===== src/rtl/point_in_triangle_3d_top_macros.svh =====
// Assertion macros for the point-in-triangle block.
// Included by the modules that carry concurrent checks; no other dependencies.
`ifndef POINT_IN_TRIANGLE_3D_TOP_MACROS_SVH
`define POINT_IN_TRIANGLE_3D_TOP_MACROS_SVH
`ifndef SYNTHESIS
`define PIT3_ASSERT_IMPL(lbl, clk, rst, ante, cons, msg) \
   lbl: assert property (@(posedge clk) disable iff (rst) (ante) |-> (cons)) \
      else $error(msg);
`define PIT3_ASSERT_NEXT(lbl, clk, rst, ante, cons, msg) \
   lbl: assert property (@(posedge clk) disable iff (rst) (ante) |=> (cons)) \
      else $error(msg);
`else
`define PIT3_ASSERT_IMPL(lbl, clk, rst, ante, cons, msg)
`define PIT3_ASSERT_NEXT(lbl, clk, rst, ante, cons, msg)
`endif
`endif


===== src/rtl/pit3_pkg.sv =====
// Shared constants and types for the point-in-triangle block.
// No dependencies; used by every module under rtl/.
package pit3_pkg;

   localparam int COORD_BITS_DEFAULT = 20;
   localparam int REQ_FIELDS = 12;
   localparam int AXES = 3;

   localparam int TOL_BITS = 42;
   localparam logic [TOL_BITS-1:0] TOL_RESET = 1;

   localparam int RSP_DATA_BITS = 8;

   // packed so that triangle_valid sits in bit 0
   typedef struct packed {
      logic point_inside;
      logic triangle_valid;
   } verdict_type;

endpackage


===== src/rtl/pit3_tol_sq.sv =====
// Squares the tolerance register over two register stages, free running.
// Depends on pit3_pkg.
module pit3_tol_sq (
   input  logic                              clock,
   input  logic [pit3_pkg::TOL_BITS-1:0]     tolerance,
   output logic [2*pit3_pkg::TOL_BITS-1:0]   tol_sq
);
   localparam int TW = pit3_pkg::TOL_BITS;
   localparam int LO = TW / 2;
   localparam int HI = TW - LO;
   localparam int QW = 2 * TW;

   logic [HI-1:0]    t_hi;
   logic [LO-1:0]    t_lo;
   logic [2*HI-1:0]  hh_ff, hh_in;
   logic [HI+LO-1:0] hl_ff, hl_in;
   logic [2*LO-1:0]  ll_ff, ll_in;
   logic [QW-1:0]    sq_ff, sq_in;

   assign t_hi  = tolerance[TW-1:LO];
   assign t_lo  = tolerance[LO-1:0];
   assign hh_in = t_hi * t_hi;
   assign hl_in = t_hi * t_lo;
   assign ll_in = t_lo * t_lo;

   // cross term appears twice in a square
   assign sq_in = (QW'(hh_ff) << (2 * LO)) + (QW'(hl_ff) << (LO + 1)) + QW'(ll_ff);

   always_ff @(posedge clock) begin
      hh_ff <= hh_in;
      hl_ff <= hl_in;
      ll_ff <= ll_in;
      sq_ff <= sq_in;
   end

   assign tol_sq = sq_ff;

endmodule


===== config.mk =====
export PLATFORM = sky130hd
export DESIGN_NAME = pit3_tol_sq
export DESIGN_NICKNAME = d
export VERILOG_FILES = /design/src/rtl/point_in_triangle_3d_top_macros.svh /design/src/rtl/pit3_pkg.sv /design/src/rtl/pit3_tol_sq.sv
export SDC_FILE = /design/constraint.sdc
export NUM_CORES = 2
export LEC_CHECK = 0
export BUFFER_PORTS_ARGS = -buffer_cell sky130_fd_sc_hd__buf_2
export CAP_MARGIN = 20
export CORE_ASPECT_RATIO = 2
export CORE_MARGIN = 1.5
export CORE_UTILIZATION = 39
export CTS_CLUSTER_SIZE = 40
export DETAILED_ROUTE_END_ITERATION = 12
export HOLD_SLACK_MARGIN = 0.1
export PLACE_DENSITY_LB_ADDON = 0.08
export SYNTH_ARGS = -nofsm -noshare
export SYNTH_HDL_FRONTEND = slang
export SYNTH_SLANG_ARGS = --single-unit
export TNS_END_PERCENT = 50

===== constraint.sdc =====
create_clock -name clock -period 9.2 [get_ports clock]
set_clock_uncertainty 0.1 [all_clocks]
set_input_delay 1.84 -clock clock [delete_from_list [all_inputs] [get_ports clock]]
set_output_delay 1.84 -clock clock [all_outputs]
set_load 0.05 [all_outputs]

* Yosys cells after proc, flatten, opt, wreduce, memory -nomap -nowiden
Cells that the tools add are included.
** Storage, ports and cells
- Register bits :: 210
- Output and inout port bits :: 84
- Word-level logic and storage cells :: 9
- Bits of input ports :: 43
** Operators by class
- Multiply operators :: 3
- $add $sub $neg :: 2
** Operators with widths (number)
- multiplier 21 x 21 -> 42 bit :: 3
- adder 84 x 42 -> 84 bit :: 1
- adder 84 x 64 -> 84 bit :: 1

* Depth between registers and ports, before layout
- Word-level depth :: 2
- Mapped depth :: 28
- Gate-level depth less buffers :: 27

* Worst setup path after synthesis
No wires, ideal clock.
- Path kind :: in2reg
- Start point :: input tolerance[26] (netlist bit)
- End point :: register hh_ff[36]
- Path slack :: 761 ps
- Stages on the path :: 26
- Arrival :: 8217 ps
- Setup time :: 122 ps
- Cells stage by stage :: clkbuf_1 > clkbuf_1 > nand2_1 > fa_1 > inv_1 > fa_1 > inv_1 > fa_1 > inv_1 > fa_1 > inv_1 > fa_1 > inv_1 > fa_1 > inv_1 > fa_1 > inv_1 > ha_1 > a21oi_1 > o21ai_0 > or3_1 > a211oi_2 > o31ai_2 > o31a_1 > a31o_2 > o311a_1
** On the way
- Word-level cells in the longest chain between the ends :: 1
** Ends and longest elaborated chain
- from (decl) :: line pit3_tol_sq.sv:5 : input logic [pit3_pkg::TOL_BITS-1:0] tolerance,
- multiplier 21 x 21 -> 42 bit :: line pit3_tol_sq.sv:22 : assign hh_in = t_hi * t_hi;
- via hh_in[36] :: line pit3_tol_sq.sv:15 : logic [2*HI-1:0] hh_ff, hh_in;
- to (signal assigned) :: line pit3_tol_sq.sv:30 : hh_ff <= hh_in;
- to (decl) :: line pit3_tol_sq.sv:15
The timed path passes the listed nets, and every way through them passes these cells.

* Worst setup path after layout
- Start point :: input tolerance[9] (netlist bit)
- End point :: register ll_ff[40]
** On the way
- Word-level cells in the longest chain between the ends :: 1
** Ends and longest elaborated chain
- multiplier 21 x 21 -> 42 bit :: line pit3_tol_sq.sv:24 : assign ll_in = t_lo * t_lo;
- via ll_in[40] :: line pit3_tol_sq.sv:17 : logic [2*LO-1:0] ll_ff, ll_in;
- to (signal assigned) :: line pit3_tol_sq.sv:32 : ll_ff <= ll_in;
- to (decl) :: line pit3_tol_sq.sv:17
The timed path passes the listed nets, and every way through them passes these cells.

==> impl_results.md <==
* Outcome: complete, no violations
* First-pass GRT wire length at 237.5 mm
* Routed Antenna Nets at 0
* Met3 WL post-DR at 3.949 mm
* YS warnings at 0
* Fin area at 52310 sq um
* Area delta synth->final at 12.61%
* Hold path startpoint: ll_ff[8]
* CP max stage delay at 600 ps
* Gr ovfl total at 0
* RSZ-0062 raised after global routing: no
* Final slew viol count at 0
* Worst path buffer plus inverter count at 9
* Fillers at 11838
* Slew @ Worst Pin at 738.1 ps
* Top cell by count, worst path: fa_1
* Clock root cell: clkbuf_16
* Final net count at 6907
* DPL Wire Length at 135.9 mm
* Met1 WL at 47.23 mm
* Post-synthesis cell type count at 84
* Share of cells above drive strength 1 at 0.1080
* Max-Cap Viols at 0
* Pre-CTS setup slack at -219.5 ps
* Final Setup Violations at 0
* Clk buf depth at 3
* Met2 WL at 92.13 mm
* First drt pass iteration count at 6
* Clk_lat worst skew at 630 ps
* Headroom to the max-slew limit at 0.5050
* CP Launch Type: primary input
* Final hold vios at 0
* Via count at 34756
* Top-level port count at 127
* Min Tclk post-route at 8734 ps
* Final non-filler cell total at 6937
* Die span in x at 247.0 microns
* GP Congestion at 0.9241
* Post-CTS setup buffers at 0
* Reg clk slew, reported paths at 60 ps
* Slowest-stage cell, CP: fa_1
* Number of synthesized register bits at 207
* DRC violations left at 0
* WS Path Type: in2reg
* Iter 0 DRT Violations at 1229
* Largest net degree at the start of global routing at 33
* IO Port Bufs at 125
* Reg-to-Reg Start: ll_ff[25]
* CTS Hold Buffers Added at 0
* DR WL/cell at 22.66 microns
* CP Capture Type: register
* Initial core utilization at 0.3943
* Die Y at 491.1 microns
* Crit share post-route at 0.9494
* Synth Flop Type: dfxtp_1
* Routed vias/inst at 5.010
* Vias in the first global route at 40113
* Top Metal Used: met5
* Crit Path Max Fanout at 18
* Total wire length at 157.2 mm
* Syn_area_per_cell at 9.178 sq um
* Initial antenna violation count at 8
* Count of clock tree sinks at 207
* Number of enable flip-flop cells after synthesis at 0
* Number of core rows at 178
* CTS resizes at 0
* Mapped Cells at 5061
* Placed Area at 51430 sq um
* Worst setup margin at 465.5 ps
* Core region area at 117800 sq um
* Die area at 121300 sq um
* Worst endpoint required time at 9650 ps
* All-layer global routing usage at 0.2680
* Syn_nets at 6580
* HP Class: reg2reg
* Maximum clock frequency at 114.5 MHz
* H-tree depth at 1
* Crit path max-delay family: adder cells
* CP Launch Point: tolerance[9]
* Cells after DPL at 6891
* Post-Syn Area at 46450 sq um
* Cts bufs inserted at 25
* TritonCTS clock tree: built
* Register area share after synthesis at 0.08921
* Asr flop ratio synth at 0
* Critical Path AT at 9180 ps
==> cells in the mapped netlist, types with 29 or more instances <==
master    instances  share of area
a21o_1           93          0.015
a21oi_1         158          0.017
and2_1          369          0.050
clkbuf_1        196          0.016
dfxtp_1         207          0.089
fa_1            979           0.42
ha_1            497           0.13
inv_1          1231          0.099
nand2_1         523          0.042
nand3_1          29         0.0031
nand4_1          31         0.0042
nor2_1          174          0.014
o21ai_0          65         0.0070
xnor2_1         125          0.024
xor2_1           62          0.012
==> cells in the final DEF, fill, tap and decap left out, drive strengths merged, types with 5 or more instances in the layout <==
master,netlist,layout
a211o,7,7
a211oi,21,21
a21boi,10,10
a21o,94,94
a21oi,159,159
a31oi,23,23
and2,369,369
and3,24,24
and4,9,9
buf,8,504
clkbuf,196,34
clkinv,5,7
dfxtp,207,207
fa,979,979
ha,497,497
inv,1233,1236
nand2,524,524
nand2b,12,12
nand3,29,29
nand4,32,32
nor2,174,174
nor2b,26,26
nor3,15,15
o211ai,7,7
o21a,19,19
o21ai,77,77
o21bai,28,28
o31a,5,5
o31ai,6,6
or2,10,10
or3,7,7
xnor2,125,125
xor2,62,62
==> layout make-up <==
cell class,count,area (sq um),area share
multi-input cells,3412,36860,0.7047
repair buffers,504,3859,0.07377
diodes,2,5.005,0.00009568
clock buffers,34,719.4,0.01375
inverters,1238,4647,0.08884
well taps,1530,1914,0.03660
flip-flops and latches,207,4144,0.07922
clock inverters,10,156.4,0.002990
==> cells by family after synthesis <==
kind of cell | share of synthesized area
DFF | 0.08921
other | 0.00008073
xor gates and xnor gates | 0.03526
buffers and inverters | 0.1172
muxes | 0.0009158
AOI/OAI and AO/OA | 0.07090
and+or+nand+nor | 0.1306
adders and majority gates | 0.5558
==> registers in the layout, indices dropped and copies added (netlist names) <==
signal / count
hl_ff: 42
ll_ff: 41
tol_sq: 83
hh_ff: 41
==> worst paths after layout <==
| kind | end | slack [ps] | cells past startpoint |
|---|---|---|---|
| worst max-delay path | ll_ff[40] | 470 | 27 |
| worst max register to register | tol_sq[83] | 5350 | 10 |
| worst min-delay path | tol_sq[8] | 180 | 0 |
| worst min register to register | tol_sq[8] | 180 | 0 |
==> layer usage <==
layer,vias to the layer above,global-route usage
met5,-,0
met4,2,0.1937
met3,441,0.02250
met2,741,0.5431
met1,17748,0.2372
li1,15824,-
==> per-stage QoR <==
stage,setup TNS [ps],util,hold slack (ps)
2_1_floorplan,0,-,209.6
3_3_place_gp,-361.2,0.4365,209.8
3_5_place_dp,-219.5,0.4365,212.1
4_1_cts,0,0.4439,187.9
5_1_grt,0,0.4439,206.6
6_report,0,0.4440,182.3
Power is not shown: default switching activity piles up to over one toggle a cycle in this logic, so the estimate is an artifact.
