==> config.mk <==
export PLATFORM = sky130hd
export DESIGN_NAME = pit3_out
export DESIGN_NICKNAME = d
export VERILOG_FILES = /design/src/rtl/pit3_pkg.sv /design/src/rtl/pit3_out.sv
export VERILOG_INCLUDE_DIRS = /design/src /design/src/rtl
export SDC_FILE = /design/constraint.sdc
export NUM_CORES = 1
export LEC_CHECK = 0
export ABC_AREA = 1
export BUFFER_PORTS_ARGS = -buffer_cell sky130_fd_sc_hd__buf_2
export CORE_MARGIN = 2
export CORE_UTILIZATION = 25
export DETAILED_ROUTE_END_ITERATION = 10
export GPL_TIMING_DRIVEN = 0
export HOLD_SLACK_MARGIN = 0.08
export SLEW_MARGIN = 20
export SYNTH_ARGS = -nofsm -noshare
export SYNTH_HDL_FRONTEND = slang
export SYNTH_SLANG_ARGS = --single-unit
==> constraint.sdc <==
create_clock -name clock -period 3.7 [get_ports clock]
set_clock_uncertainty 0.2 [all_clocks]
set_input_delay 0.555 -clock clock [delete_from_list [all_inputs] [get_ports clock]]
set_output_delay 0.555 -clock clock [all_outputs]
set_load 0.02 [all_outputs]
==> src/rtl/point_in_triangle_3d_top_macros.svh <==
// Assertion macros for the point-in-triangle block.
// Included by the modules that carry concurrent checks; no other dependencies.
`ifndef POINT_IN_TRIANGLE_3D_TOP_MACROS_SVH
`define POINT_IN_TRIANGLE_3D_TOP_MACROS_SVH
`ifndef SYNTHESIS
`define PIT3_ASSERT_IMPL(lbl, clk, rst, ante, cons, msg) \
   lbl: assert property (@(posedge clk) disable iff (rst) (ante) |-> (cons)) \
      else $error(msg);
`define PIT3_ASSERT_NEXT(lbl, clk, rst, ante, cons, msg) \
   lbl: assert property (@(posedge clk) disable iff (rst) (ante) |=> (cons)) \
      else $error(msg);
`else
`define PIT3_ASSERT_IMPL(lbl, clk, rst, ante, cons, msg)
`define PIT3_ASSERT_NEXT(lbl, clk, rst, ante, cons, msg)
`endif
`endif

==> src/rtl/pit3_pkg.sv <==
// Shared constants and types for the point-in-triangle block.
// No dependencies; used by every module under rtl/.
package pit3_pkg;

   localparam int COORD_BITS_DEFAULT = 20;
   localparam int REQ_FIELDS = 12;
   localparam int AXES = 3;

   localparam int TOL_BITS = 42;
   localparam logic [TOL_BITS-1:0] TOL_RESET = 1;

   localparam int RSP_DATA_BITS = 8;

   // packed so that triangle_valid sits in bit 0
   typedef struct packed {
      logic point_inside;
      logic triangle_valid;
   } verdict_type;

endpackage

==> src/rtl/pit3_out.sv <==
// Final decision (tolerance compare, third weight, sign tests) feeding the
// output register and a skid register. Depends on pit3_pkg and the macro header.
`include "point_in_triangle_3d_top_macros.svh"
module pit3_out #(
   parameter int COORD_BITS = pit3_pkg::COORD_BITS_DEFAULT
) (
   input  logic                              clock,
   input  logic                              reset,
   input  logic                              in_valid,
   input  logic signed [4*COORD_BITS+7:0]    norm_sq,
   input  logic signed [4*COORD_BITS+7:0]    weight_b,
   input  logic signed [4*COORD_BITS+7:0]    weight_c,
   input  logic [2*pit3_pkg::TOL_BITS-1:0]   tol_sq,
   output logic                              en,
   output logic                              rsp_valid,
   input  logic                              rsp_ready,
   output pit3_pkg::verdict_type             verdict
);
   localparam int SW = 4 * COORD_BITS + 8;
   localparam int TQ = 2 * pit3_pkg::TOL_BITS;
   localparam int CW = ((SW > TQ) ? SW : TQ) + 1;
   localparam int AW = SW + 2;

   logic signed [CW-1:0] nn_x, tt_x;
   logic signed [AW-1:0] weight_a;
   logic tri_ok, take_in, out_free;
   pit3_pkg::verdict_type verdict_in;

   logic out_valid_ff, out_valid_in, skid_valid_ff, skid_valid_in;
   pit3_pkg::verdict_type out_ff, out_in, skid_ff, skid_in;

   assign nn_x     = CW'(norm_sq);
   assign tt_x     = CW'(tol_sq);
   assign tri_ok   = nn_x > tt_x;
   assign weight_a = AW'(norm_sq) - AW'(weight_b) - AW'(weight_c);

   assign verdict_in.triangle_valid = tri_ok;
   assign verdict_in.point_inside   = tri_ok && !weight_a[AW-1]
                                    && !weight_b[SW-1] && !weight_c[SW-1];

   assign en       = !skid_valid_ff;
   assign take_in  = in_valid && en;
   assign out_free = !out_valid_ff || rsp_ready;

   always_comb begin
      out_valid_in  = out_valid_ff;
      out_in        = out_ff;
      skid_valid_in = skid_valid_ff;
      skid_in       = skid_ff;
      if (out_free) begin
         if (skid_valid_ff) begin
            out_in        = skid_ff;
            out_valid_in  = 1'b1;
            skid_valid_in = 1'b0;
         end else begin
            out_in       = verdict_in;
            out_valid_in = take_in;
         end
      end else if (take_in) begin
         // output stalled: park the request's result
         skid_in       = verdict_in;
         skid_valid_in = 1'b1;
      end
   end

   always_ff @(posedge clock) begin
      if (reset) begin
         out_valid_ff  <= 1'b0;
         skid_valid_ff <= 1'b0;
      end else begin
         out_valid_ff  <= out_valid_in;
         skid_valid_ff <= skid_valid_in;
      end
   end

   always_ff @(posedge clock) begin
      out_ff  <= out_in;
      skid_ff <= skid_in;
   end

   assign rsp_valid = out_valid_ff;
   assign verdict   = out_ff;

   `PIT3_ASSERT_IMPL(a_skid_behind_out, clock, reset, skid_valid_ff, out_valid_ff,
      "skid holds a result while the output register is empty")
   `PIT3_ASSERT_IMPL(a_inside_needs_valid, clock, reset, out_valid_ff && out_ff.point_inside,
      out_ff.triangle_valid, "point reported inside an invalid triangle")
   `PIT3_ASSERT_IMPL(a_skid_fill_on_stall, clock, reset, $rose(skid_valid_ff),
      $past(out_valid_ff && !rsp_ready), "skid filled without an output stall")
   `PIT3_ASSERT_NEXT(a_skid_hold, clock, reset, skid_valid_ff && !rsp_ready,
      skid_valid_ff, "skid drained while output stalled")

endmodule

* After elaboration in Yosys (flattened, before gate mapping)
Index checks and enable logic that the tools add are counted.
** Storage, ports and cells
- Register bits :: 6
- Logic and storage cells :: 24
** Operators by class
- Add/subtract/negate cells :: 2
- $lt $le $gt $ge :: 1
- Muxes and demuxes :: 2
- Bitwise gates (word level) :: 1
- Reduce and logical (&&, ||, !) cells :: 12
** Operators by type and width (number)
- $sub A89 B88 Y90 :: 1
- $sub A88 B88 Y89 :: 1
- $gt A88 B85 Y1 :: 1
- $logic_not A1 Y1 :: 5
- $logic_and A1 B1 Y1 :: 4
- $mux W2 :: 1
- $reduce_and A2 Y1 :: 1
- $reduce_or A2 Y1 :: 1
- $logic_or A1 B1 Y1 :: 1
- $mux W1 :: 1
- $not A1 Y1 :: 1

* Depth between registers and ports, before layout
- Word-level depth :: 7
- Depth in mapped cells :: 21

* Worst setup path after synthesis
OpenSTA, ideal clock, no wires.
- Kind :: input to register
- Start :: input port weight_b[87]
- End :: register out_ff (netlist bit verdict[1]) (data pin)
- Arrival time :: 2.306 ns
- Path slack :: 0.940 ns
- Stages on the path :: 16
- Path through :: inv_1 -> fa_1 -> ha_1 -> nand2_1 -> nor2_2 -> nand3_2 -> nor2_2 -> nand2_1 -> nor2_1 -> nand2_1 -> nand3_1 -> nand2_1 -> inv_1 -> nor2_1 -> nand3_1 -> nand2_1
** On the way
- Word-level cells in the longest chain between the ends :: 7
** RTL lines
- start: declaration :: line pit3_out.sv:11 : input logic signed [4*COORD_BITS+7:0] weight_b,
- $sub A88 B88 Y89 :: line pit3_out.sv:35 : assign weight_a = AW'(norm_sq) - AW'(weight_b) - AW'(weight_c);
- $sub A89 B88 Y90 :: line pit3_out.sv:35
- $logic_not A1 Y1 :: line pit3_out.sv:38 : assign verdict_in.point_inside = tri_ok && !weight_a[AW-1]
- $logic_and A1 B1 Y1 :: line pit3_out.sv:38
- $logic_and A1 B1 Y1 (*) (2 in a row) :: line pit3_out.sv:39 : && !weight_b[SW-1] && !weight_c[SW-1];
- $mux W2 (*) :: line pit3_out.sv:51 : if (skid_valid_ff) begin
- end signal: assignment :: line pit3_out.sv:77 : out_ff <= out_in;
- end: declaration :: line pit3_out.sv:30 : pit3_pkg::verdict_type out_ff, out_in, skid_ff, skid_in;
Mark *: on every way between the ends. The rest lies on a longest branch, timed or not.
A chain may end at the register's enable or synchronous reset.

* Final worst setup path
- Start :: input port norm_sq[63]
- End :: register out_ff (netlist bit verdict[1]) (data pin)
** On the way
- Word-level cells in the longest chain between the ends :: 7
** RTL lines
- start: declaration :: line pit3_out.sv:10 : input logic signed [4*COORD_BITS+7:0] norm_sq,
- $sub A88 B88 Y89 :: line pit3_out.sv:35
- $sub A89 B88 Y90 :: line pit3_out.sv:35
- $logic_not A1 Y1 :: line pit3_out.sv:38
- $logic_and A1 B1 Y1 (*) :: line pit3_out.sv:38
- $logic_and A1 B1 Y1 (*) (2 in a row) :: line pit3_out.sv:39
- $mux W2 (*) :: line pit3_out.sv:51
Marks and branches as above.

==> summary.md <==
| Metric | Value |
|---|---|
| Status | finished, final reports clean |
| Fin crit period | 3.001 ns |
| Clk Latency, worst-skew pair | 0.23 ns |
| Overall global routing resource usage | 0.1421 |
| Critical-path cell list | buf_2 -> inv_1 -> fa_1 -> inv_1 -> ha_1 -> nand2_1 -> nor2_1 -> nand4_1 -> nor2_1 -> nand2_1 -> nor2_1 -> nand2_1 -> nand3_1 -> nand2_1 -> inv_1 -> nor2_1 -> nand3_1 -> nand2_1 |
| Ys Warns | 0 |
| CP startpoint kind | input port |
| Final Core Density | 0.3380 |
| Die Ht | 171.7 um |
| HP Class | input port to flip-flop |
| Post-synth top area cell | ha_1 |
| Post-CTS Hold Fix Bufs | 0 |
| Worst Tran Pin Value | 0.3169 ns |
| Post-CTS sizing | 0 |
| Internal power | ~750 uW |
| CP bufs+invs | 4 |
| Drt via density | 4.078 |
| First-pass GRT wire length | 33.10 mm |
| Vias | 7023 |
| Sequential Power Share | 0.055 |
| Die X | approximately 170 um |
| CTS tree | built |
| Clock root cell | clkbuf_16 |
| Setup repair bufs after CTS | 0 |
| Clk sinks | 6 |
| Detail Placement HPWL | 20.99 mm |
| Share of the synthesized area in the top cell type | 0.3096 |
| Cell count of the worst reg-to-reg path | 2 |
| Most used cell, CP | nand2_1 |
| Post-Synthesis Cells | between 900 and 1000 |
| DRT Pass-1 Iters | 4 |
| Post-DP Area | 0.009281 mm^2 |
| Setup TNS | 0 ns |
| Initial DRC Count | 172 |
| GR peak layer | met2 |
| Max-cap check violation count | 0 |
| Max clock buf depth | 2 |
| DRC | 0 |
| Final Hold Vio Count | 0 |
| Avg Synthesized Cell Area | 7.153 um^2 |
| Syn_nets | around 1600 |
| Register area share after synthesis | 0.02278 |
| Leakage Power | 0.005937 uW |
| CTS Buf Count | 3 |
| Netlist cell types | 22 |
| Worst rel slew slack | 0.7868 |
| Max Freq | 333.2 MHz |
| Switching Fraction | 0.4719 |
| Final Power | 1424 uW |
| Switching pwr | 672.0 uW |
| Routed WL | ~21 mm |
| Final ANT Viol Nets | 0 |
| PortBufs | 355 |
| WS Path Type | input port to flip-flop |
| Combinational power share | 0.818 |
| Clock transition at the registers of the reported paths | 0.03 ns |
| Tcrit/Tclk final | 0.8111 |
| Crit path largest cell delay | roughly 0.53 ns |
| Number of global-route vias before repair | 7038 |
| CP max FO | 2 |
| Clock power frac | 0.127 |
| Finish-stage setup viols | 0 |
| Initial core utilization | 0.2538 |
| Area added between synthesis and finish | 33.19% |
| Area contributors post-synth | ha_1 (31%), fa_1 (24%), inv_1 (17%), nand2_1 (9.3%), a21oi_1 (5.5%) |
| Die footprint | 0.02948 mm^2 |
| Synth Register Bits | 6 |
| GR Layer Usage met3 | 0.01864 |
| Critical Path Slowest Stage Cell | fa_1 |
| Largest net degree at the start of global routing | 6 |
| Core ar. | approximately 0.028 mm^2 |
| Arrival time worst endpoint | 2.78 ns |
| Kind of end point of the critical path | flip-flop |
| CP Depth | 18 |
| Grt met2 use | 0.2762 |
| Max H-tree Level | 1 |
| RePlAce Congestion | 0.8648 |
| Slew Limit Fails | 0 |
| Routed WL per cell | 12.45 um |
| Share of cells above drive strength 1 | 0.2750 |
| Mapped cell area | 0.007032 mm^2 |
| M1 GR Usage | 0.1689 |
| Antenna violations before repair | 2 |
| Peak supply drop | 0.1114 mV |
| Worst EP required | 3.48 ns |
| Final net count | approximately 2000 |
| Hold depth | 2 |
| Post-route cell area | 0.009365 mm^2 |
| Power Density | 152.0 mW/mm^2 |
| Delay-heaviest family, CP | simple AND/OR/NAND/NOR gates |
| RSZ-0062 raised after global routing | no |
| Ports | around 360 |
| Rows | 61 |
| Total grt overflow | 0 |
cells in the mapped netlist:
master    instances
a21o_1            7
a21oi_1          77
dfxtp_1           2
edfxtp_1          4
fa_1             86
ha_1            174
inv_1           325
inv_2             1
nand2_1         175
nand2_2           1
nand3_1          13
nand3_2           2
nand4_1          18
nand4_2           1
nor2_1           61
nor2_2            5
nor3_1            3
nor3_2            1
nor4_1            2
o21a_1            6
o21ai_0          18
o21ai_1           1
layout make-up:
type | instances | area [um^2]
Timing Repair Buffer | 355 | 1777
Fill cell | 3025 | 18340
Sequential cell | 6 | 160.2
Clock buffer | 4 | 78.83
Antenna cell | 2 | 5.005
Inverter | 326 | 1224
Multi-Input combinational cell | 651 | 5648
Tap cell | 378 | 473.0
worst paths after layout:
path	startpoint	endpoint	slack (ns)
worst max register to register	rsp_valid	skid_ff[0]	2.51
worst max-delay path	norm_sq[63]	verdict[1]	0.70
worst min-delay path	reset	rsp_valid	0.30
worst min register to register	skid_ff[1]	verdict[1]	0.33
sequential cells by signal, summed over array words and instances, names as in the netlist:
register / cells
skid_ff: 2
verdict: 2
rsp_valid: 1
skid_valid_ff: 1
power groups by stage:
stage / registers (uW) / logic (uW) / clock network [uW]
6_report: 77.7 / 1170 / 181
5_1_grt: 78.1 / 1390 / 189
4_1_cts: 77.8 / 1190 / 185
3_5_place_dp: 78.8 / 1180 / 0
3_3_place_gp: 78.8 / 1160 / 0
2_1_floorplan: 82.5 / 717 / 0
kinds of logic (layout without fill, tap and decap cells):
logic type / Yosys count / count (layout) / share of synthesized area
adder cells (fa/ha/maj): 260 / 260 / 0.5544
flip-flops: 6 / 6 / 0.02278
AO/OA/AOI/OAI: 109 / 109 / 0.08221
buffers and inverters: 326 / 685 / 0.1740
other: 0 / 2 / 0
AND/OR/NAND/NOR: 282 / 282 / 0.1665
placed cells by master (no fill, tap or decap):
cell | synthesis | routed
a21oi_1 | 77 | 77
o21ai_0 | 18 | 18
nand2_1 | 175 | 175
diode_2 | 0 | 2
clkbuf_16 | 0 | 3
inv_1 | 325 | 325
dfxtp_1 | 2 | 2
nor3_2 | 1 | 1
buf_2 | 0 | 355
nand4_2 | 1 | 1
ha_1 | 174 | 174
nor2_2 | 5 | 5
inv_2 | 1 | 1
a21o_1 | 7 | 7
edfxtp_1 | 4 | 4
nand3_2 | 2 | 2
nor3_1 | 3 | 3
clkbuf_1 | 0 | 1
nand2_2 | 1 | 1
nor2_1 | 61 | 61
o21a_1 | 6 | 6
nand3_1 | 13 | 13
nand4_1 | 18 | 18
nor4_1 | 2 | 2
o21ai_1 | 1 | 1
fa_1 | 86 | 86
metal layers:
metal | part of all wire | routed length, um | vias up
met2 | 0.51 | 10840 | 233
met5 | 0 | 0 | -
met4 | 0.0082 | 175 | 0
met1 | 0.42 | 8961 | 3080
met3 | 0.068 | 1468 | 12
li1 | - | - | 3698
metrics by stage:
stage                     setup slack [ns]  hold WS, ns  cells
after floorplan                     0.9402       0.2947    983
after global placement              0.4401       0.3106   1716
after detailed placement            0.3900       0.3242   1716
after CTS                           0.6242       0.2987   1720
after global routing                0.4552       0.3141   1722
final                               0.6989       0.3030   1722
No activity file was read; power rests on OpenSTA's default activity.
